**src/sv/assert_macros.svh**
```systemverilog
// Assertion macros shared by the RTL modules of the RMSD accumulator.
// Included by crmsd_front.sv and crmsd_back.sv; no other dependencies.
`ifndef ASSERT_MACROS_SVH
`define ASSERT_MACROS_SVH

`ifndef SYNTHESIS

// prop must hold at every clock edge out of reset
`define ASSERT_PROP(label, clk, rst_n, prop) \
    label: assert property (@(posedge clk) disable iff (!rst_n) (prop)) \
        else $error("assertion failed: property does not hold");

// cond must never be true out of reset
`define ASSERT_NEVER(label, clk, rst_n, cond) \
    label: assert property (@(posedge clk) disable iff (!rst_n) !(cond)) \
        else $error("assertion failed: forbidden condition seen");

`else

`define ASSERT_PROP(label, clk, rst_n, prop)
`define ASSERT_NEVER(label, clk, rst_n, cond)

`endif

`endif

```
**src/sv/crmsd_pkg.sv**
```systemverilog
// Package of the coordinate RMSD accumulator: widths, codes, run record type.
// No dependencies; used by every other file of the block but assert_macros.svh.
`default_nettype none

package crmsd_pkg;

    // field widths
    localparam int COORD_W = 25;
    localparam int RMS_W   = 26;
    localparam int CNT_W   = 13;
    localparam int STAT_W  = 2;
    localparam int SUM_W   = 64;

    // derived arithmetic widths
    localparam int MAG_W   = COORD_W;          // |difference| of two coordinates
    localparam int SQ_W    = 2 * MAG_W;        // one squared difference
    localparam int SQS_W   = SQ_W + 2;         // sum of three squares
    localparam int ROOT_W  = SUM_W / 2;
    localparam int SREM_W  = ROOT_W + 3;
    localparam int STEP_W  = $clog2(SUM_W);
    localparam int DIV_LAST  = SUM_W - 1;
    localparam int SQRT_LAST = ROOT_W - 1;

    // gap mark in query x: 10000 angstrom in thousandths
    localparam logic signed [COORD_W-1:0] GAP_MARK = 25'sd10000000;

    // status codes
    localparam logic [STAT_W-1:0] ST_OK    = 2'd0;
    localparam logic [STAT_W-1:0] ST_EMPTY = 2'd1;
    localparam logic [STAT_W-1:0] ST_LONG  = 2'd2;

    // queue between front and back
    localparam int Q_DEPTH = 2;
    localparam int Q_AW    = $clog2(Q_DEPTH);

    // summary of one finished run
    typedef struct packed {
        logic [SUM_W-1:0] sum;
        logic [CNT_W-1:0] count;
        logic             too_long;
    } t_run;

endpackage

`default_nettype wire

```
**src/sv/crmsd_ifs.sv**
```systemverilog
// Valid/ready channel interfaces for the coordinate pair input and the result output.
// Depends on crmsd_pkg for field widths.
`default_nettype none

interface crmsd_in_if;
    logic                                    valid;
    logic                                    ready;
    logic signed [crmsd_pkg::COORD_W-1:0]    query_x;
    logic signed [crmsd_pkg::COORD_W-1:0]    query_y;
    logic signed [crmsd_pkg::COORD_W-1:0]    query_z;
    logic signed [crmsd_pkg::COORD_W-1:0]    ref_x;
    logic signed [crmsd_pkg::COORD_W-1:0]    ref_y;
    logic signed [crmsd_pkg::COORD_W-1:0]    ref_z;
    logic                                    last_pair;

    modport source (output valid, query_x, query_y, query_z, ref_x, ref_y, ref_z,
                    last_pair, input ready);
    modport sink   (input valid, query_x, query_y, query_z, ref_x, ref_y, ref_z,
                    last_pair, output ready);
endinterface


`default_nettype wire

```
**src/sv/crmsd_front.sv**
```systemverilog
// Front part: accepts coordinate pairs, drops gaps, squares and accumulates.
// Depends on crmsd_pkg, crmsd_ifs.sv and assert_macros.svh; pushes run records.
`default_nettype none
`include "assert_macros.svh"

module crmsd_front #(
    parameter int MAX_PAIRS = 4096
) (
    input  logic              i_clk,
    input  logic              i_rst_n,
    crmsd_in_if.sink          i_in,
    input  logic              i_q_full,
    output logic              o_push,
    output crmsd_pkg::t_run   o_rec
);
    import crmsd_pkg::*;

    // pipeline advances unless a finished run waits on a full queue
    logic w_adv;
    logic w_acc;
    logic w_gap;
    logic w_at_max;
    logic w_take;
    logic [CNT_W-1:0] w_cnt_nx;
    logic w_long_nx;

    // stage 1: magnitudes of differences
    logic signed [COORD_W:0] w_dx, w_dy, w_dz;
    logic [MAG_W-1:0] w_ax, w_ay, w_az;

    logic             r_s1_valid, r_s1_add, r_s1_last, r_s1_long;
    logic [CNT_W-1:0] r_s1_cnt;
    logic [MAG_W-1:0] r_s1_ax, r_s1_ay, r_s1_az;

    // stage 2: squares
    logic             r_s2_valid, r_s2_add, r_s2_last, r_s2_long;
    logic [CNT_W-1:0] r_s2_cnt;
    logic [SQ_W-1:0]  r_s2_sx, r_s2_sy, r_s2_sz;

    // run state
    logic [CNT_W-1:0] r_cnt;
    logic             r_long;
    logic [SUM_W-1:0] r_sum;

    logic [SQS_W-1:0] w_sqs;
    logic [SUM_W:0]   w_sum_ext;
    logic [SUM_W-1:0] w_sum_sat;
    logic [SUM_W-1:0] w_sum_nx;

    assign w_adv      = !(r_s2_valid && r_s2_last && i_q_full);
    assign i_in.ready = w_adv;
    assign w_acc      = i_in.valid && w_adv;

    // classify the incoming pair
    assign w_gap     = (i_in.query_x == GAP_MARK);
    assign w_at_max  = (r_cnt >= CNT_W'(MAX_PAIRS));
    assign w_take    = w_acc && !w_gap && !w_at_max;
    assign w_cnt_nx  = w_take ? r_cnt + 1'b1 : r_cnt;
    assign w_long_nx = r_long || (w_acc && !w_gap && w_at_max);

    // signed differences and their magnitudes
    assign w_dx = {i_in.query_x[COORD_W-1], i_in.query_x} - {i_in.ref_x[COORD_W-1], i_in.ref_x};
    assign w_dy = {i_in.query_y[COORD_W-1], i_in.query_y} - {i_in.ref_y[COORD_W-1], i_in.ref_y};
    assign w_dz = {i_in.query_z[COORD_W-1], i_in.query_z} - {i_in.ref_z[COORD_W-1], i_in.ref_z};
    assign w_ax = w_dx[COORD_W] ? MAG_W'(-w_dx) : w_dx[MAG_W-1:0];
    assign w_ay = w_dy[COORD_W] ? MAG_W'(-w_dy) : w_dy[MAG_W-1:0];
    assign w_az = w_dz[COORD_W] ? MAG_W'(-w_dz) : w_dz[MAG_W-1:0];

    // counter and too-long flag, cleared with the last item
    always_ff @(posedge i_clk) begin
        if (!i_rst_n) begin
            r_cnt  <= '0;
            r_long <= 1'b0;
        end else if (w_acc) begin
            if (i_in.last_pair) begin
                r_cnt  <= '0;
                r_long <= 1'b0;
            end else begin
                r_cnt  <= w_cnt_nx;
                r_long <= w_long_nx;
            end
        end
    end

    // stage 1 registers
    always_ff @(posedge i_clk) begin
        if (!i_rst_n) begin
            r_s1_valid <= 1'b0;
        end else if (w_adv) begin
            r_s1_valid <= w_acc;
        end
    end

    always_ff @(posedge i_clk) begin
        if (w_adv) begin
            r_s1_add  <= w_take;
            r_s1_last <= i_in.last_pair;
            r_s1_cnt  <= w_cnt_nx;
            r_s1_long <= w_long_nx;
            r_s1_ax   <= w_ax;
            r_s1_ay   <= w_ay;
            r_s1_az   <= w_az;
        end
    end

    // stage 2 registers: three squares
    always_ff @(posedge i_clk) begin
        if (!i_rst_n) begin
            r_s2_valid <= 1'b0;
        end else if (w_adv) begin
            r_s2_valid <= r_s1_valid;
        end
    end

    always_ff @(posedge i_clk) begin
        if (w_adv) begin
            r_s2_add  <= r_s1_add;
            r_s2_last <= r_s1_last;
            r_s2_cnt  <= r_s1_cnt;
            r_s2_long <= r_s1_long;
            r_s2_sx   <= r_s1_ax * r_s1_ax;
            r_s2_sy   <= r_s1_ay * r_s1_ay;
            r_s2_sz   <= r_s1_az * r_s1_az;
        end
    end

    // accumulate with saturation
    assign w_sqs     = SQS_W'(r_s2_sx) + SQS_W'(r_s2_sy) + SQS_W'(r_s2_sz);
    assign w_sum_ext = {1'b0, r_sum} + (SUM_W+1)'(w_sqs);
    assign w_sum_sat = w_sum_ext[SUM_W] ? {SUM_W{1'b1}} : w_sum_ext[SUM_W-1:0];
    assign w_sum_nx  = r_s2_add ? w_sum_sat : r_sum;

    always_ff @(posedge i_clk) begin
        if (!i_rst_n) begin
            r_sum <= '0;
        end else if (w_adv && r_s2_valid) begin
            r_sum <= r_s2_last ? '0 : w_sum_nx;
        end
    end

    // run record to the queue
    assign o_push         = w_adv && r_s2_valid && r_s2_last;
    assign o_rec.sum      = w_sum_nx;
    assign o_rec.count    = r_s2_cnt;
    assign o_rec.too_long = r_s2_long;

    `ASSERT_NEVER(a_push_full, i_clk, i_rst_n, o_push && i_q_full)
    `ASSERT_NEVER(a_cnt_max, i_clk, i_rst_n, r_cnt > CNT_W'(MAX_PAIRS))
    `ASSERT_PROP(a_clear_last, i_clk, i_rst_n, (w_acc && i_in.last_pair) |=> (r_cnt == '0 && !r_long))

endmodule

`default_nettype wire

```
**src/flat_wrapper.sv**
```systemverilog
// flat-port wrapper written by rule: the top's interface ports become plain ports
module crmsd_front_flat import crmsd_pkg::*;
#(
    parameter int MAX_PAIRS = 4096
)
  (i_clk, i_rst_n, i_q_full, o_push, o_rec, i_in_valid, i_in_query_x, i_in_query_y, i_in_query_z, i_in_ref_x, i_in_ref_y, i_in_ref_z, i_in_last_pair, i_in_ready);
  crmsd_in_if i_in_i ();
  input  logic i_clk;
  input  logic i_rst_n;
  input  logic i_q_full;
  output logic o_push;
  output crmsd_pkg::t_run o_rec;
  input wire logic [$bits(i_in_i.valid)-1:0] i_in_valid;
  input wire logic [$bits(i_in_i.query_x)-1:0] i_in_query_x;
  input wire logic [$bits(i_in_i.query_y)-1:0] i_in_query_y;
  input wire logic [$bits(i_in_i.query_z)-1:0] i_in_query_z;
  input wire logic [$bits(i_in_i.ref_x)-1:0] i_in_ref_x;
  input wire logic [$bits(i_in_i.ref_y)-1:0] i_in_ref_y;
  input wire logic [$bits(i_in_i.ref_z)-1:0] i_in_ref_z;
  input wire logic [$bits(i_in_i.last_pair)-1:0] i_in_last_pair;
  output wire logic [$bits(i_in_i.ready)-1:0] i_in_ready;
  assign i_in_i.valid = i_in_valid;
  assign i_in_i.query_x = i_in_query_x;
  assign i_in_i.query_y = i_in_query_y;
  assign i_in_i.query_z = i_in_query_z;
  assign i_in_i.ref_x = i_in_ref_x;
  assign i_in_i.ref_y = i_in_ref_y;
  assign i_in_i.ref_z = i_in_ref_z;
  assign i_in_i.last_pair = i_in_last_pair;
  assign i_in_ready = i_in_i.ready;
  crmsd_front #(.MAX_PAIRS(MAX_PAIRS)) u_core (.i_clk(i_clk), .i_rst_n(i_rst_n), .i_in(i_in_i), .i_q_full(i_q_full), .o_push(o_push), .o_rec(o_rec));
endmodule
```
**config.mk**
```make
export PLATFORM = sky130hd
export DESIGN_NAME = crmsd_front_flat
export DESIGN_NICKNAME = d
export VERILOG_FILES = /design/src/sv/crmsd_pkg.sv /design/src/sv/crmsd_ifs.sv /design/src/sv/crmsd_front.sv /design/src/flat_wrapper.sv
export VERILOG_INCLUDE_DIRS = /design/src /design/src/sv
export SDC_FILE = /design/constraint.sdc
export NUM_CORES = 2
export LEC_CHECK = 0
export ABC_AREA = 1
export BUFFER_PORTS_ARGS = -buffer_cell sky130_fd_sc_hd__clkbuf_2
export CAP_MARGIN = 20
export CORE_MARGIN = 3
export CORE_UTILIZATION = 25
export CTS_CLUSTER_DIAMETER = 150
export CTS_CLUSTER_SIZE = 16
export DETAILED_ROUTE_END_ITERATION = 12
export PLACE_DENSITY = 0.51
export RECOVER_POWER = 100
export SYNTH_ARGS = -nofsm -noshare
export SYNTH_HDL_FRONTEND = slang
export SYNTH_SLANG_ARGS = --single-unit
```
**constraint.sdc**
```tcl
create_clock -name i_clk -period 10.3 [get_ports i_clk]
set_clock_uncertainty 0.15 [all_clocks]
set_input_delay 1.545 -clock i_clk [delete_from_list [all_inputs] [get_ports i_clk]]
set_output_delay 1.545 -clock i_clk [all_outputs]
set_load 0.01 [all_outputs]
```
==> results.md <==
* Max-cap violation count at 6
* Vias in the first global route at approximately 71000
* Core ar. at 340000 sq um
* TNS Setup at 0 ns
* Yosys warns at 0
* Postcts setup bufs at 0
* Clk root buf: clkbuf_16
* CP top delay family: compound AO/OA/AOI/OAI gates
* Number of unique standard cell types used by synthesis at 58
* Die height at 591 microns
* CTS sink cnt at 334
* Mean post-synth cell area at 7.59 sq um
* GRT Util Overall at 14.1%
* Fillers at 37540
* First-pass GRT wire length at 393 mm
* WL per Instance at 15.3 microns
* Die X at 591 microns
* Final period utilization at 90.5%
* F_max at 0.107 GHz
* Slowest cell on crit path: inv_4
* Gpl congestion at ~0.94
* CTS clk-pin slew, worst paths at around 0.08 ns
* # hold bufs at CTS at 0
* Crit path max fanout at 63
* Most common cell after layout, fill and taps aside: inv_1
* CTS max path bufs at 3
* Largest net degree at the start of global routing at 168
* Fin nets at 13712
* Cells after Synth at roughly 11000
* Seq/Total Area, Yosys at between 10 and 15%
* Post-synth EDFFs at 254
* Final setup viols at 0
* IO Count at 235
* Dominant synthesized flop cell: edfxtp_1
* DR vias/cell at 4.27
* DRC at 0
* Setup Crit Path Kind: reg2out
* Worst path bufs/invs at 2
* Setup crit start kind: register
* DR vias at 67914
* Initial Util at 25.1%
* Antenna-violating nets left at 0
* Drt first pass iters at 8
* Seq cells post-synth at roughly 330
* WL final at about 240 mm
* Most frequent cells in the layout: inv_1, nand2_1, fa_1, ha_1, nor2_1
* Crit-path most repeated cell: nand2_1
* Arr. time, crit path at 7.63 ns
* Area growth syn-to-layout at 8.36%
* # resized after CTS at 0
* Post-synth ARST share at 0%
* Iteration-0 DRC Markers at roughly 3800
* Worst hold path class: reg2reg
* Status: complete, but fails checks
* Die area at 349000 sq um
* Endpoints failing hold at 0
* Share of post-route cells with drive strength above 1 at 3.59%
* Element type at the critical path end: primary output
* Unrepaired setup endpoints after global routing: false
* Detailed-placement wirelength estimate at about 210 mm
* CTS tree: done
* Mapped cell area at between 80000 and 90000 sq um
* Clock Latency Late Sink at around 0.73 ns
* Synthesized net count at between 10000 and 15000
* Grt ovf at 0
* Slew of the pin with the lowest slew margin at 4.32 ns
* H-Tree Depth at 1
* Worst endpoint required time at 8.61 ns
* Max-slew headroom at -188%
* Max Slew Vio Count at ~350
* # rows at 214
* Crit path largest cell delay at 0.57 ns
* Number of port buffers at 234
* Failing checks: max-capacitance violations, max-slew violations
* Initial antenna violation count at 1
* Min Tclk post-route at 9.33 ns
* Cts bufs inserted at 30
final cells by class:
cell class	instances	area (sq um)	share of cell area, %
Multi-Input combinational cell	7549	63400	68.4
Inverter	3127	11700	12.7
Sequential cell	334	9230	9.96
Tap cell	4536	5680	6.12
Clock buffer	41	802	0.865
Antenna cell	2	5.00	0.00540
Timing Repair Buffer	317	1660	1.79
Clock inverter	12	148	0.159
cell families after synthesis:
family	share of synthesized area, %
buffers and inverters	15.0
adders and majority gates	44.5
AOI/OAI and AO/OA	7.53
and+or+nand+nor	18.5
DFF	10.8
xor gates and xnor gates	3.77
cell usage after synthesis (10+ instances only):
cell	count	area [sq um]
inv_1	3109	11700
nand2_1	2479	9310
fa_1	1403	28100
ha_1	795	9950
nor2_1	656	2460
a21oi_1	565	2830
nand3_1	341	1710
o21ai_0	283	1420
edfxtp_1	254	7630
clkbuf_1	246	923
xor2_1	236	2070
xnor2_1	123	1080
nand4_1	95	594
dfxtp_1	80	1600
a31oi_1	70	438
o21a_1	63	473
nor3_1	58	290
or2_2	58	363
o21bai_1	34	255
nor4_1	33	206
a21o_1	32	240
a21boi_0	30	225
nand2_2	27	169
nand3b_1	24	180
o21ai_1	23	115
nand3_2	19	190
inv_2	16	60.1
and3_1	14	87.6
buf_2	10	50.1
o211ai_1	10	75.1
per-layer routing:
metal	wire length (microns)	vias to the layer above	GRT usage, %	share of wire (%)
li1	-	33934	-	-
met1	117000	32680	20.0	48
met2	114000	1144	23.9	47
met3	8760	156	0.833	3.6
met4	4180	0	2.14	1.7
met5	0	-	0	0
flip-flops by register name (all words and copies together), names as in the netlist, 13 cells and up:
| register | flops |
|---|---|
| u_core.r_sum | 64 |
| u_core.r_s2_sx | 49 |
| u_core.r_s2_sy | 49 |
| u_core.r_s2_sz | 49 |
| u_core.r_s1_ax | 25 |
| u_core.r_s1_ay | 25 |
| u_core.r_s1_az | 25 |
| u_core.r_cnt | 13 |
| u_core.r_s1_cnt | 13 |
| u_core.r_s2_cnt | 13 |
per-stage QoR:
stage          hold WS (ns)  instances  utilization [%]  instance area [sq um]  setup slack [ns]
6_report              0.272      15918             27.2                  92700             0.974
5_1_grt               0.280      15917             27.2                  92700             0.231
4_1_cts               0.274      15915             27.3                  92900             0.905
3_5_place_dp          0.255      15862             27.0                  92000              1.75
3_3_place_gp          0.252      15862             27.0                  92000              1.81
2_1_floorplan         0.250      11276                -                  85500              2.86
final timing paths:
kind                                                   start                      endpoint  slack, ns  cells after the start
worst min-delay path            u_core.r_s1_cnt[6]$_DFFE_PN_  u_core.r_s2_cnt[6]$_DFFE_PN_       0.27                      0
worst min register to register  u_core.r_s1_cnt[6]$_DFFE_PN_  u_core.r_s2_cnt[6]$_DFFE_PN_       0.27                      0
worst max-delay path             u_core.r_s2_sy[3]$_DFFE_PN_                     o_rec[61]       0.97                     32
worst max register to register    u_core.r_s2_last$_DFFE_PN_  u_core.r_s1_az[20]$_DFFE_PN_       1.51                      3
Power is not shown: default switching activity piles up to over one toggle a cycle in this logic, so the estimate is an artifact.
