==> config.mk <==
export PLATFORM = sky130hd
export DESIGN_NAME = crmsd_queue
export DESIGN_NICKNAME = d
export VERILOG_FILES = /design/src/sv/assert_macros.svh /design/src/sv/crmsd_pkg.sv /design/src/sv/crmsd_queue.sv
export SDC_FILE = /design/constraint.sdc
export NUM_CORES = 1
export LEC_CHECK = 0
export ABC_AREA = 1
export BUFFER_PORTS_ARGS = -buffer_cell sky130_fd_sc_hd__buf_2
export CELL_PAD_IN_SITES_DETAIL_PLACEMENT = 1
export CELL_PAD_IN_SITES_GLOBAL_PLACEMENT = 2
export CORE_UTILIZATION = 38
export CTS_CLUSTER_DIAMETER = 30
export DETAILED_ROUTE_END_ITERATION = 16
export HOLD_SLACK_MARGIN = 0.02
export PLACE_DENSITY_LB_ADDON = 0.12
export REMOVE_ABC_BUFFERS = 1
export SLEW_MARGIN = 20
export SYNTH_ARGS = -nofsm -noshare
export SYNTH_HDL_FRONTEND = slang
export SYNTH_SLANG_ARGS = --single-unit
==> constraint.sdc <==
create_clock -name i_clk -period 6.3 [get_ports i_clk]
set_clock_uncertainty 0.05 [all_clocks]
set_input_delay 1.26 -clock i_clk [delete_from_list [all_inputs] [get_ports i_clk]]
set_output_delay 1.26 -clock i_clk [all_outputs]
set_load 0.01 [all_outputs]
==> src/sv/assert_macros.svh <==
// Assertion macros shared by the RTL modules of the RMSD accumulator.
// Included by crmsd_front.sv and crmsd_back.sv; no other dependencies.
`ifndef ASSERT_MACROS_SVH
`define ASSERT_MACROS_SVH

`ifndef SYNTHESIS

// prop must hold at every clock edge out of reset
`define ASSERT_PROP(label, clk, rst_n, prop) \
    label: assert property (@(posedge clk) disable iff (!rst_n) (prop)) \
        else $error("assertion failed: property does not hold");

// cond must never be true out of reset
`define ASSERT_NEVER(label, clk, rst_n, cond) \
    label: assert property (@(posedge clk) disable iff (!rst_n) !(cond)) \
        else $error("assertion failed: forbidden condition seen");

`else

`define ASSERT_PROP(label, clk, rst_n, prop)
`define ASSERT_NEVER(label, clk, rst_n, cond)

`endif

`endif

==> src/sv/crmsd_pkg.sv <==
// Package of the coordinate RMSD accumulator: widths, codes, run record type.
// No dependencies; used by every other file of the block but assert_macros.svh.
`default_nettype none

package crmsd_pkg;

    // field widths
    localparam int COORD_W = 25;
    localparam int RMS_W   = 26;
    localparam int CNT_W   = 13;
    localparam int STAT_W  = 2;
    localparam int SUM_W   = 64;

    // derived arithmetic widths
    localparam int MAG_W   = COORD_W;          // |difference| of two coordinates
    localparam int SQ_W    = 2 * MAG_W;        // one squared difference
    localparam int SQS_W   = SQ_W + 2;         // sum of three squares
    localparam int ROOT_W  = SUM_W / 2;
    localparam int SREM_W  = ROOT_W + 3;
    localparam int STEP_W  = $clog2(SUM_W);
    localparam int DIV_LAST  = SUM_W - 1;
    localparam int SQRT_LAST = ROOT_W - 1;

    // gap mark in query x: 10000 angstrom in thousandths
    localparam logic signed [COORD_W-1:0] GAP_MARK = 25'sd10000000;

    // status codes
    localparam logic [STAT_W-1:0] ST_OK    = 2'd0;
    localparam logic [STAT_W-1:0] ST_EMPTY = 2'd1;
    localparam logic [STAT_W-1:0] ST_LONG  = 2'd2;

    // queue between front and back
    localparam int Q_DEPTH = 2;
    localparam int Q_AW    = $clog2(Q_DEPTH);

    // summary of one finished run
    typedef struct packed {
        logic [SUM_W-1:0] sum;
        logic [CNT_W-1:0] count;
        logic             too_long;
    } t_run;

endpackage

`default_nettype wire

==> src/sv/crmsd_queue.sv <==
// Short queue of finished run records between the front and back parts.
// Depends on crmsd_pkg for the record type and depth.
`default_nettype none

module crmsd_queue (
    input  logic              i_clk,
    input  logic              i_rst_n,
    input  logic              i_push,
    input  crmsd_pkg::t_run   i_rec,
    output logic              o_full,
    output logic              o_valid,
    input  logic              i_pop,
    output crmsd_pkg::t_run   o_rec
);
    import crmsd_pkg::*;

    t_run            r_mem [Q_DEPTH];
    logic [Q_AW-1:0] r_wr, r_rd;
    logic [Q_AW:0]   r_fill;
    logic            w_wr, w_rd;

    assign o_full  = (r_fill == (Q_AW+1)'(Q_DEPTH));
    assign o_valid = (r_fill != '0);
    assign w_wr    = i_push && !o_full;
    assign w_rd    = i_pop && o_valid;
    assign o_rec   = r_mem[r_rd];

    // storage
    always_ff @(posedge i_clk) begin
        if (w_wr) begin
            r_mem[r_wr] <= i_rec;
        end
    end

    // pointers and fill level
    always_ff @(posedge i_clk) begin
        if (!i_rst_n) begin
            r_wr   <= '0;
            r_rd   <= '0;
            r_fill <= '0;
        end else begin
            if (w_wr) begin
                r_wr <= (r_wr == Q_AW'(Q_DEPTH-1)) ? '0 : r_wr + 1'b1;
            end
            if (w_rd) begin
                r_rd <= (r_rd == Q_AW'(Q_DEPTH-1)) ? '0 : r_rd + 1'b1;
            end
            case ({w_wr, w_rd})
                2'b10:   r_fill <= r_fill + 1'b1;
                2'b01:   r_fill <= r_fill - 1'b1;
                default: r_fill <= r_fill;
            endcase
        end
    end

endmodule

`default_nettype wire

==> results.md, run 1 <==
* Hold Crit Start: r_rd
* Cell leakage power at 2.851 nW
* Clock Root Buffer: clkbuf_16
* Tmin final at 3660 ps
* Largest stage delay, worst path at 690 ps
* Final Cycle Share at 0.5809
* Gr usage total at 0.1472
* Synthesis Warnings at 0
* Min-delay worst type: flop to flop
* Post-CTS setup buffer count at 0
* Clock share of power at 0.332
* DP Cell Count at 647
* FF-to-FF Start: r_fill[1]
* DIE AREA at 16,160 um2
* Leading area contributor after synthesis: edfxtp_1
* DP Worst Slack at 2945 ps
* CP bufs+invs at 2
* Fraction of layout cells with a size suffix above 1 at 0.5769
* WP data required at 4990 ps
* RSZ-0062 raised after global routing: no
* Die height at 127.1 um
* Layout Cells excl Fill at 680
* Status: finished, final reports clean
* Final setup fails at 0
* Worst Tran Pin Value at 930.0 ps
* Port Buf Inserts at 161
* Vias at 3,058
* Vias in the first global route at 3,207
* CP delay by family, top: buffers and inverters
* Cell row count at 45
* First-pass GRT wire length at 17,340 um
* DR WL/cell at 16.51 um
* Die width at 127.1 um
* Worst relative slew slack at 0.3793
* Worst skew pair latency at 420 ps
* Ports at 162
* DRC at 0
* Switch share at 0.2502
* DR vias/cell at 4.497
* Slowest CP cell: dfxtp_4
* Flops & latches, synth at 161
* Fin util at 0.4928
* DRT iter0 DRCs at 173
* # resized after CTS at 0
* Worst path arrival time at 2350 ps
* Final-report max-slew violation count at 0
* Gate Count Post-Synth at 281
* F_max at 273.2 MHz
* CTS tree: done
* Hold-fix buffers, CTS at 0
* Cell area after synthesis at 5951 um2
* Combinational share of power at 0.178
* Yosys cell types at 15
* CP startpoint kind: flop
* H-tree depth at 4
* Final hold vios at 0
* Final WL at 11,230 um
* Core area at 15,260 um2
* Net load switching power at 0.0006942 W
* IR drop worst, VDD at 0.2040 mV
* Post-route setup TNS at 0 ps
* Avg Inst Size Synth at 21.18 um2
* Crit Path Max Fanout at 43
* Largest net degree at the start of global routing at 79
* Main area contributors after synthesis: edfxtp_1 79%, mux2_2 11%, mux2_4 5.0%, dfxtp_1 1.7%, buf_6 0.76%
* CP endpoint kind: output pin
* Starting density of the core at 0.3900
* Sequential cell fraction of total power at 0.491
* Hpwl dp at 7298 um
* Final WS setup at 2640 ps
* Routed Antenna Nets at 0
* RD Place Congestion at 0.6952
* Drt first pass iters at 4
* Clk pin slew, worst setup/hold paths at 60 ps
* CTS Buffer Depth at 2
* Final net count at 538
* Grt ovf at 0
* Critical path class: flop to output pin
* P_int at 0.002081 W
* CTS Buf Count at 17
* Initial antenna violation count at 0
* Critical-path cell list: buf_4 > mux2_2 > buf_2
* Top cell type's share of synthesized area at 0.7872
* Seq/Total Area, Yosys at 0.8040
* Area delta synth->final at 26.37%
* Clock sink total at 161
* PD cells at 369.0 nW/um2
* Maxcap violations at 0
-- state kept, by name (all words and copies together) (netlist names), named ones only --
| signal | flops |
|---|---|
| r_mem | 156 |
| r_fill | 2 |
| r_rd | 1 |
| r_wr | 1 |
-- synth_stat cells --
library cell / count
o21ai_0: 1
edfxtp_1: 156
nand2_1: 8
nand3_1: 1
o21a_1: 1
a21oi_1: 1
inv_1: 7
dfxtp_1: 5
mux2_4: 20
mux2_2: 58
nand4_1: 1
ha_1: 1
nor2_1: 12
buf_2: 5
buf_6: 4
-- power by group through the flow --
stage,Clock (W),Sequential (W),Combinational (W)
detailed placement,0,0.00139,0.000505
floorplan,0,0.00140,0.000301
global route,0.000984,0.00138,0.000537
CTS,0.000946,0.00136,0.000508
finish,0.000920,0.00136,0.000494
global placement,0,0.00138,0.000500
-- per-stage QoR --
step / hold WS (ps) / area, um2 / power [W]
2_1_floorplan: 401.4 / 5881 / 0.001696
3_3_place_gp: 433.1 / 6985 / 0.001881
3_5_place_dp: 449.3 / 6985 / 0.001892
4_1_cts: 468.5 / 7513 / 0.002818
5_1_grt: 507.0 / 7517 / 0.002898
6_report: 453.3 / 7520 / 0.002775
-- path summary, 6_finish.rpt --
check	end	slack [ps]	depth (start not counted)
max	o_rec[36]	2640	3
min	r_rd	450	2
max reg2reg	r_mem[1][37]	3820	6
min reg2reg	r_rd	450	2
-- cell families (layout without fill, tap and decap cells) --
| family | Yosys count | in the layout | share of synthesized area |
|---|---|---|---|
| flip-flops | 161 | 161 | 0.8040 |
| buffers and inverters | 16 | 203 | 0.01619 |
| AND/OR/NAND/NOR | 22 | 22 | 0.01451 |
| adder cells (fa/ha/maj) | 1 | 1 | 0.002102 |
| multiplexers | 78 | 78 | 0.1602 |
| AO/OA/AOI/OAI | 3 | 3 | 0.002943 |
| other | 0 | 1 | 0 |
-- area by class of cell --
cell class | count | area, um2
antenna | 1 | 2.502
clock buffer | 18 | 429.2
clock inverter | 14 | 98.84
fill | 1486 | 7739
inverter | 7 | 27.53
multi-input combinational | 104 | 1077
sequential | 161 | 4788
tap | 211 | 264.0
timing repair buffer | 164 | 832.0
-- worst register-to-register path, delay by kind of cell, from the launching register on --
kind / cells / cell delay, ps
simple gates: 3 / 370
flops: 1 / 390
buf+inv: 3 / 1380
-- layout by cell type, fill, tap and decap left out --
master      count
buf_2         161
edfxtp_1      156
mux2_2         58
mux2_4         20
clkbuf_16      17
nor2_1         11
nand2_1         8
inv_1           6
clkinv_1        6
clkinv_2        4
dfxtp_1         4
clkinvlp_4      3
buf_4           2
diode_2         1
o21a_1          1
nand3_1         1
nor2_4          1
o21ai_0         1
a21oi_1         1
nand4_1         1
ha_1            1
dfxtp_4         1
clkinv_4        1
clkbuf_1        1
bufinv_16       1
buf_6           1
-- routing by layer --
layer	global-route usage	part of all wire	up-vias
met1	0.1855	0.45	1499
met2	0.2240	0.46	104
li1	-	-	1438
met4	0.07353	0.020	0
met3	0.05486	0.067	17
met5	0	0	-
Power figures use the tool's default switching activity.
==> run 2, diff against run 1 <==
- clock period: 6.3 -> 3.77 ns (I/O delays scaled with it)
==> results.md, run 2 (synthesis gave the netlist of run 1 again) <==
* RSZ-0062 raised after global routing: no (unchanged)
* CP bufs+invs at 2 (unchanged)
* IR drop worst, VDD at 0.3432 mV (was 0.2040 mV)
* Crit Path Max Fanout at 41 (was 43)
* Worst path arrival time at 2050 ps (was 2350 ps)
* DP Worst Slack at 1316 ps (was 2945 ps)
* Clk pin slew, worst setup/hold paths at 60 ps (about the same)
* Core area at 15,260 um2 (unchanged)
* Status: finished, final reports clean (unchanged)
* Tmin final at 2855 ps
* Final net count at 539 (was 538)
* Final setup fails at 0 (unchanged)
* CP startpoint kind: flop (unchanged)
* Min-delay worst type: flop to flop (unchanged)
* Fill cells at 1,461 (was 1,486)
* Maxcap violations at 0 (unchanged)
* Largest registers: r_mem (156), r_fill (2) (unchanged)
* WHS at 458.7 ps (was 453.3 ps)
* Final WL at 11,730 um (was 11,230 um)
* Area delta synth->final at 28.53% (was 26.37%)
* Vias in the first global route at 3,300 (was 3,207)
* Fin util at 0.5013 (was 0.4928)
* Fraction of layout cells with a size suffix above 1 at 0.5885 (was 0.5769)
* P_int at 0.003701 W (was 0.002081 W)
* Vias at 3,062 (was 3,058)
* Hold-fix buffers, CTS at 0 (unchanged)
* Clock sink total at 161 (unchanged)
* N_diodes at 0 (was 1)
* WP data required at 2970 ps (was 4990 ps)
* CTS Buf Count at 17 (unchanged)
* Drt first pass iters at 5 (was 4)
* Combinational share of power at 0.171 (was 0.178)
* H-tree depth at 4 (unchanged)
* Final WS setup at 915.4 ps (was 2640 ps)
* F_max at 350.3 MHz
* Post-CTS setup buffer count at 0 (unchanged)
* DRT iter0 DRCs at 151 (was 173)
* Gr usage total at 0.1521 (was 0.1472)
* Final hold vios at 0 (unchanged)
* Largest register by flop count: r_mem (unchanged)
* Hpwl dp at 7672 um (was 7298 um)
* Die width at 127.1 um (unchanged)
* RD Place Congestion at 0.6908 (was 0.6952)
* Cell row count at 45 (unchanged)
* Total power at 0.004891 W (was 0.002775 W)
* Worst skew pair latency at 420 ps (about the same)
* Starting density of the core at 0.3900 (unchanged)
* Worst relative slew slack at 0.5915 (was 0.3793)
* CTS Buffer Depth at 2 (unchanged)
* Final-report max-slew violation count at 0 (unchanged)
* Most frequent cells in the layout: 161 x buf_2, 156 x edfxtp_1, 58 x mux2_2 (unchanged)
* DRC at 0 (unchanged)
* Final Cycle Share at 0.7572
* Worst Tran Pin Value at 612.7 ps (was 930.0 ps)
* Net load switching power at 0.001190 W (was 0.0006942 W)
* Grt ovf at 0 (unchanged)
* Post-route setup TNS at 0 ps (unchanged)
* Largest stage delay, worst path at 730 ps (was 690 ps)
* Clock share of power at 0.362 (was 0.332)
* Routed Antenna Nets at 0 (unchanged)
* Die height at 127.1 um (unchanged)
* # resized after CTS at 0 (unchanged)
* Cell leakage power at 2.901 nW (was 2.851 nW)
* DIE AREA at 16,160 um2 (unchanged)
* Slowest CP cell: dfxtp_4 (unchanged)
* Port Buf Inserts at 161 (unchanged)
* Critical path class: flop to output pin (unchanged)
* Max reg flops at 156 (unchanged)
* Sequential cell fraction of total power at 0.466 (was 0.491)
* Initial antenna violation count at 0 (unchanged)
* DR WL/cell at 17.25 um (was 16.51 um)
* Switch share at 0.2433 (was 0.2502)
* Commonest non-fill, non-tap cell in the layout: buf_2 (unchanged)
* CTS tree: done (unchanged)
* PD cells at 639.5 nW/um2 (was 369.0 nW/um2)
* First-pass GRT wire length at 17,680 um (was 17,340 um)
* CP endpoint kind: output pin (unchanged)
* CP delay by family, top: flip-flops (was buffers and inverters)
* Ports at 162 (unchanged)
* Critical-path cell list: buf_12 > mux2_2 > buf_2 (was buf_4 > mux2_2 > buf_2)
* Clock Root Buffer: clkbuf_16 (unchanged)
* DR vias/cell at 4.503 (was 4.497)
* Largest net degree at the start of global routing at 79 (unchanged)
## run 2: cell types whose count changed in the layout (fill, tap and decap cells not counted), sizes merged
cell	before	now
clkinvlp	3	5
clkbuf	18	17
bufinv	1	4
diode	1	0
clkinv	11	7
buf	164	165
## run 2: routing by layer
| layer | track usage | wire (um) | share of wire | vias to the layer above |
|---|---|---|---|---|
| li1 | - | - | - | 1437 |
| met1 | 0.1833 | 4931 | 0.42 | 1513 |
| met2 | 0.2443 | 5863 | 0.50 | 105 |
| met3 | 0.06491 | 844 | 0.072 | 7 |
| met4 | 0.05462 | 91 | 0.0078 | 0 |
| met5 | 0 | 0 | 0 | - |
## run 2: power groups by stage
stage | logic [W] | registers (W) | clock network [W]
6_report | 0.000839 | 0.00228 | 0.00177
5_1_grt | 0.000916 | 0.00230 | 0.00189
4_1_cts | 0.000866 | 0.00228 | 0.00183
3_5_place_dp | 0.000860 | 0.00232 | 0
3_3_place_gp | 0.000853 | 0.00231 | 0
2_1_floorplan | 0.000503 | 0.00233 | 0
## run 2: final timing paths
kind	startpoint	to	slack (ps)	depth (start not counted)
setup reg to reg	r_fill[1]	r_mem[1][49]	1720	6
setup / recovery	flop	o_rec[35]	920	3
hold reg to reg	r_rd	flop	460	2
hold / removal	r_rd	flop	460	2
## run 2: area by class of cell
| class | count | area [um2] | area share |
|---|---|---|---|
| Timing Repair Buffer | 165 | 873.3 | 0.1142 |
| Clock inverter | 15 | 192.7 | 0.02519 |
| Tap cell | 211 | 264.0 | 0.03452 |
| Clock buffer | 17 | 425.4 | 0.05562 |
| Inverter | 7 | 27.53 | 0.003599 |
| Multi-Input combinational cell | 104 | 1077 | 0.1408 |
| Sequential cell | 161 | 4788 | 0.6260 |
## run 2: through the flow
step / area [um2] / cells
final: 7649 / 680
after detailed placement: 7030 / 648
after global placement: 7030 / 648
after floorplan: 5881 / 272
after CTS: 7649 / 680
after global routing: 7649 / 680
## run 2: worst min-delay path: cells and delay by family, from the launching register on
family	cells	cell delay [ps]
flip-flops	1	340
AND/OR/NAND/NOR	2	130
==> run 3, diff against run 2 <==
- ABC_AREA: 1 -> 0
- clock period: 3.77 -> 2.95 ns (I/O delays scaled with it)
==> results.md, run 3 <==
* Status: finished, final reports clean (unchanged)
* F_max at 398.6 MHz
* Final WL at 11,510 um (was 11,730 um)
* Die width at 126.2 um (was 127.1 um)
* Core area at 15,150 um2 (was 15,260 um2)
* Worst relative slew slack at 0.5860 (was 0.5915)
* CP bufs+invs at 2 (unchanged)
* DIE AREA at 15,920 um2 (was 16,160 um2)
* CP delay by family, top: flip-flops (unchanged)
* Cells on Worst Hold Path at 1 (was 2)
* DR WL/cell at 17.84 um (was 17.25 um)
* Port Buf Inserts at 161 (unchanged)
* Top-count cell post-synth: edfxtp_1 (unchanged)
* Sequential cell area at 4788 um2 (unchanged)
* Vias in the first global route at 3,165 (was 3,300)
* Hold Crit Start: i_rec[63] (was r_rd)
* CP startpoint kind: flop (unchanged)
* Initial antenna violation count at 2 (was 0)
* RD Place Congestion at 0.6638 (was 0.6908)
* Multi-input logic area at 1011 um2 (was 1077 um2)
* R2R setup slack at 980 ps (was 1720 ps)
* Min-delay worst type: input port to flop (was flop to flop)
* Final hold vios at 0 (unchanged)
* Placement Cell Area at 6975 um2 (was 7030 um2)
* DRC at 0 (unchanged)
* DP Worst Slack at 770.8 ps (was 1316 ps)
* Cell area after synthesis at 5859 um2 (was 5951 um2)
* Clock Root Buffer: clkbuf_16 (unchanged)
* PD cells at 907.9 nW/um2 (was 639.5 nW/um2)
* Final setup fails at 0 (unchanged)
* Final WS setup at 441.4 ps (was 915.4 ps)
* Post-CTS setup buffer count at 0 (unchanged)
* CP endpoint kind: output pin (unchanged)
* Slowest CP cell: dfxtp_4 (unchanged)
* Area delta synth->final at 28.89% (was 28.53%)
* Starting density of the core at 0.3869 (was 0.3900)
* Max reg flops at 156 (unchanged)
* Routed Antenna Nets at 0 (unchanged)
* Maxcap violations at 0 (unchanged)
* Cell row count at 45 (unchanged)
* Hpwl dp at 7514 um (was 7672 um)
* Seq/Total Area, Yosys at 0.8166 (was 0.8040)
* Critical-path cell list: buf_12 > mux2_2 > buf_2 (unchanged)
* Post-synth top cells: 156 x edfxtp_1, 78 x mux2_2, 7 x buf_2 (was 156 x edfxtp_1, 58 x mux2_2, 20 x mux2_4)
* Commonest non-fill, non-tap cell in the layout: buf_2 (unchanged)
* Clk pin slew, worst setup/hold paths at 60 ps (about the same)
* Fill cells at 1,442 (was 1,461)
* Worst skew pair latency at 410 ps (was 420 ps)
* Flops & latches, synth at 161 (unchanged)
* IR drop worst, VDD at 0.4309 mV (was 0.3432 mV)
* Tmin final at 2509 ps
* CTS Buf Count at 17 (unchanged)
* Avg Inst Size Synth at 21.78 um2 (was 21.18 um2)
* Largest registers: r_mem (156), r_fill (2) (unchanged)
* CTS Buffer Depth at 2 (unchanged)
* Ports at 162 (unchanged)
* FF-to-FF Start: r_fill[0] (was r_fill[1])
* Hold-fix buffers, CTS at 0 (unchanged)
* Levels on crit path at 3 (unchanged)
* WP data required at 2310 ps (was 2970 ps)
* Synthesis Warnings at 0 (unchanged)
* WHS at 312.3 ps (was 458.7 ps)
* CTS tree: done (unchanged)
* Final Cycle Share at 0.8504
* Drt first pass iters at 5 (unchanged)
* Asr flop ratio synth at 0 (unchanged)
* H-tree depth at 4 (unchanged)
* Clock sink total at 161 (unchanged)
* EDFF count, synth at 156 (unchanged)
* Critical path class: flop to output pin (unchanged)
* Largest stage delay, worst path at 600 ps (was 730 ps)
* Post-route cell area at 7552 um2 (was 7649 um2)
* Leading area contributor after synthesis: edfxtp_1 (unchanged)
* DR vias/cell at 4.780 (was 4.503)
* Largest net degree at the start of global routing at 41 (was 79)
* DRT iter0 DRCs at 143 (was 151)
* Final-report max-slew violation count at 0 (unchanged)
* Cell leakage power at 2.820 nW (was 2.901 nW)
* Die height at 126.2 um (was 127.1 um)
* RSZ-0062 raised after global routing: no (unchanged)
* Largest register by flop count: r_mem (unchanged)
* Main area contributors after synthesis: edfxtp_1 80%, mux2_2 15%, dfxtp_1 1.7%, buf_2 0.60%, xnor2_1 0.45% (was edfxtp_1 79%, mux2_2 11%, mux2_4 5.0%, dfxtp_1 1.7%, buf_6 0.76%)
* Fin util at 0.4986 (was 0.5013)
* Gr usage total at 0.1544 (was 0.1521)
* Most frequent cells in the layout: 161 x buf_2, 156 x edfxtp_1, 78 x mux2_2 (was 161 x buf_2, 156 x edfxtp_1, 58 x mux2_2)
* Fraction of layout cells with a size suffix above 1 at 0.6075 (was 0.5885)
* FF-to-FF path depth at 5 (was 6)
* Worst path arrival time at 1870 ps (was 2050 ps)
* Final net count at 531 (was 539)
* Hold Path End: r_mem[0][63]
* First-pass GRT wire length at 17,970 um (was 17,680 um)
* Top cell type's share of synthesized area at 0.7995 (was 0.7872)
* Yosys cell types at 19 (was 15)
* Gate Count Post-Synth at 269 (was 281)
* Grt ovf at 0 (unchanged)
* Ys flop type: edfxtp_1 (unchanged)
* Reg-to-reg endpoint: r_mem[0][42] (was r_mem[1][49])
* # resized after CTS at 0 (unchanged)
* Crit Path Max Fanout at 40 (was 41)
* Vias at 3,083 (was 3,062)
* Worst Tran Pin Value at 620.9 ps (was 612.7 ps)
## run 3: cell count changes after synthesis, sizes merged, moves of 2 or more
cell,change
a21boi,+2
inv,-4
nand2,-7
nor2,-12
nor2b,+2
or3,+2
xnor2,+3
## run 3: cells by family after synthesis
family          count (synthesis)  synth area share
mux                            78            0.1499
fa+ha+maj                       1          0.002135
xor+xnor                        3          0.004485
buf+inv                        12           0.01174
simple gates                    9          0.009610
flops                         161            0.8166
compound gates                  5          0.005552
## run 3: cell type report
class,instances,area share
Sequential cell,161,0.6340
Multi-Input combinational cell,96,0.1339
Inverter,3,0.001657
Tap cell,188,0.03115
Clock inverter,8,0.01872
Clock buffer,19,0.05732
Antenna cell,1,0.0003313
Timing Repair Buffer,169,0.1229
## run 3: worst max path at each step
stage	end	startpoint
after floorplan	o_rec[0]	flop
after global placement	r_mem[0][46]	i_push
after detailed placement	r_mem[0][46]	i_push
after CTS	o_rec[18]	flop
after global routing	o_rec[18]	flop
final	o_rec[18]	flop
## run 3: worst reg2reg max path: stages, from the launching register on
cell	delay (ps)
dfxtp_1	400
nand2b_2	180
inv_2	40
or3_1	340
clkinv_2	370
buf_4	290
## run 3: stage by stage
step                      std cells  setup TNS (ps)  power, W
after detailed placement        617               0  0.004746
final                           645               0  0.006857
after global placement          617               0  0.004713
after global routing            644               0  0.007186
after floorplan                 260          -13410  0.004044
after CTS                       644               0  0.006958
## run 3: report_power, final
| part | internal (W) | switching [W] |
|---|---|---|
| clock | 0.00139 | 0.000806 |
| combinational | 0.000811 | 0.000828 |
| sequential | 0.00289 | 0.000138 |
| total | 0.00508 | 0.00177 |
## run 3: per-layer routing
layer,global-route usage,part of all wire,up-vias
met5,0,0.0014,-
met4,0.07442,0.017,2
met3,0.06330,0.081,17
met2,0.2366,0.48,119
met1,0.1899,0.42,1530
li1,-,-,1415
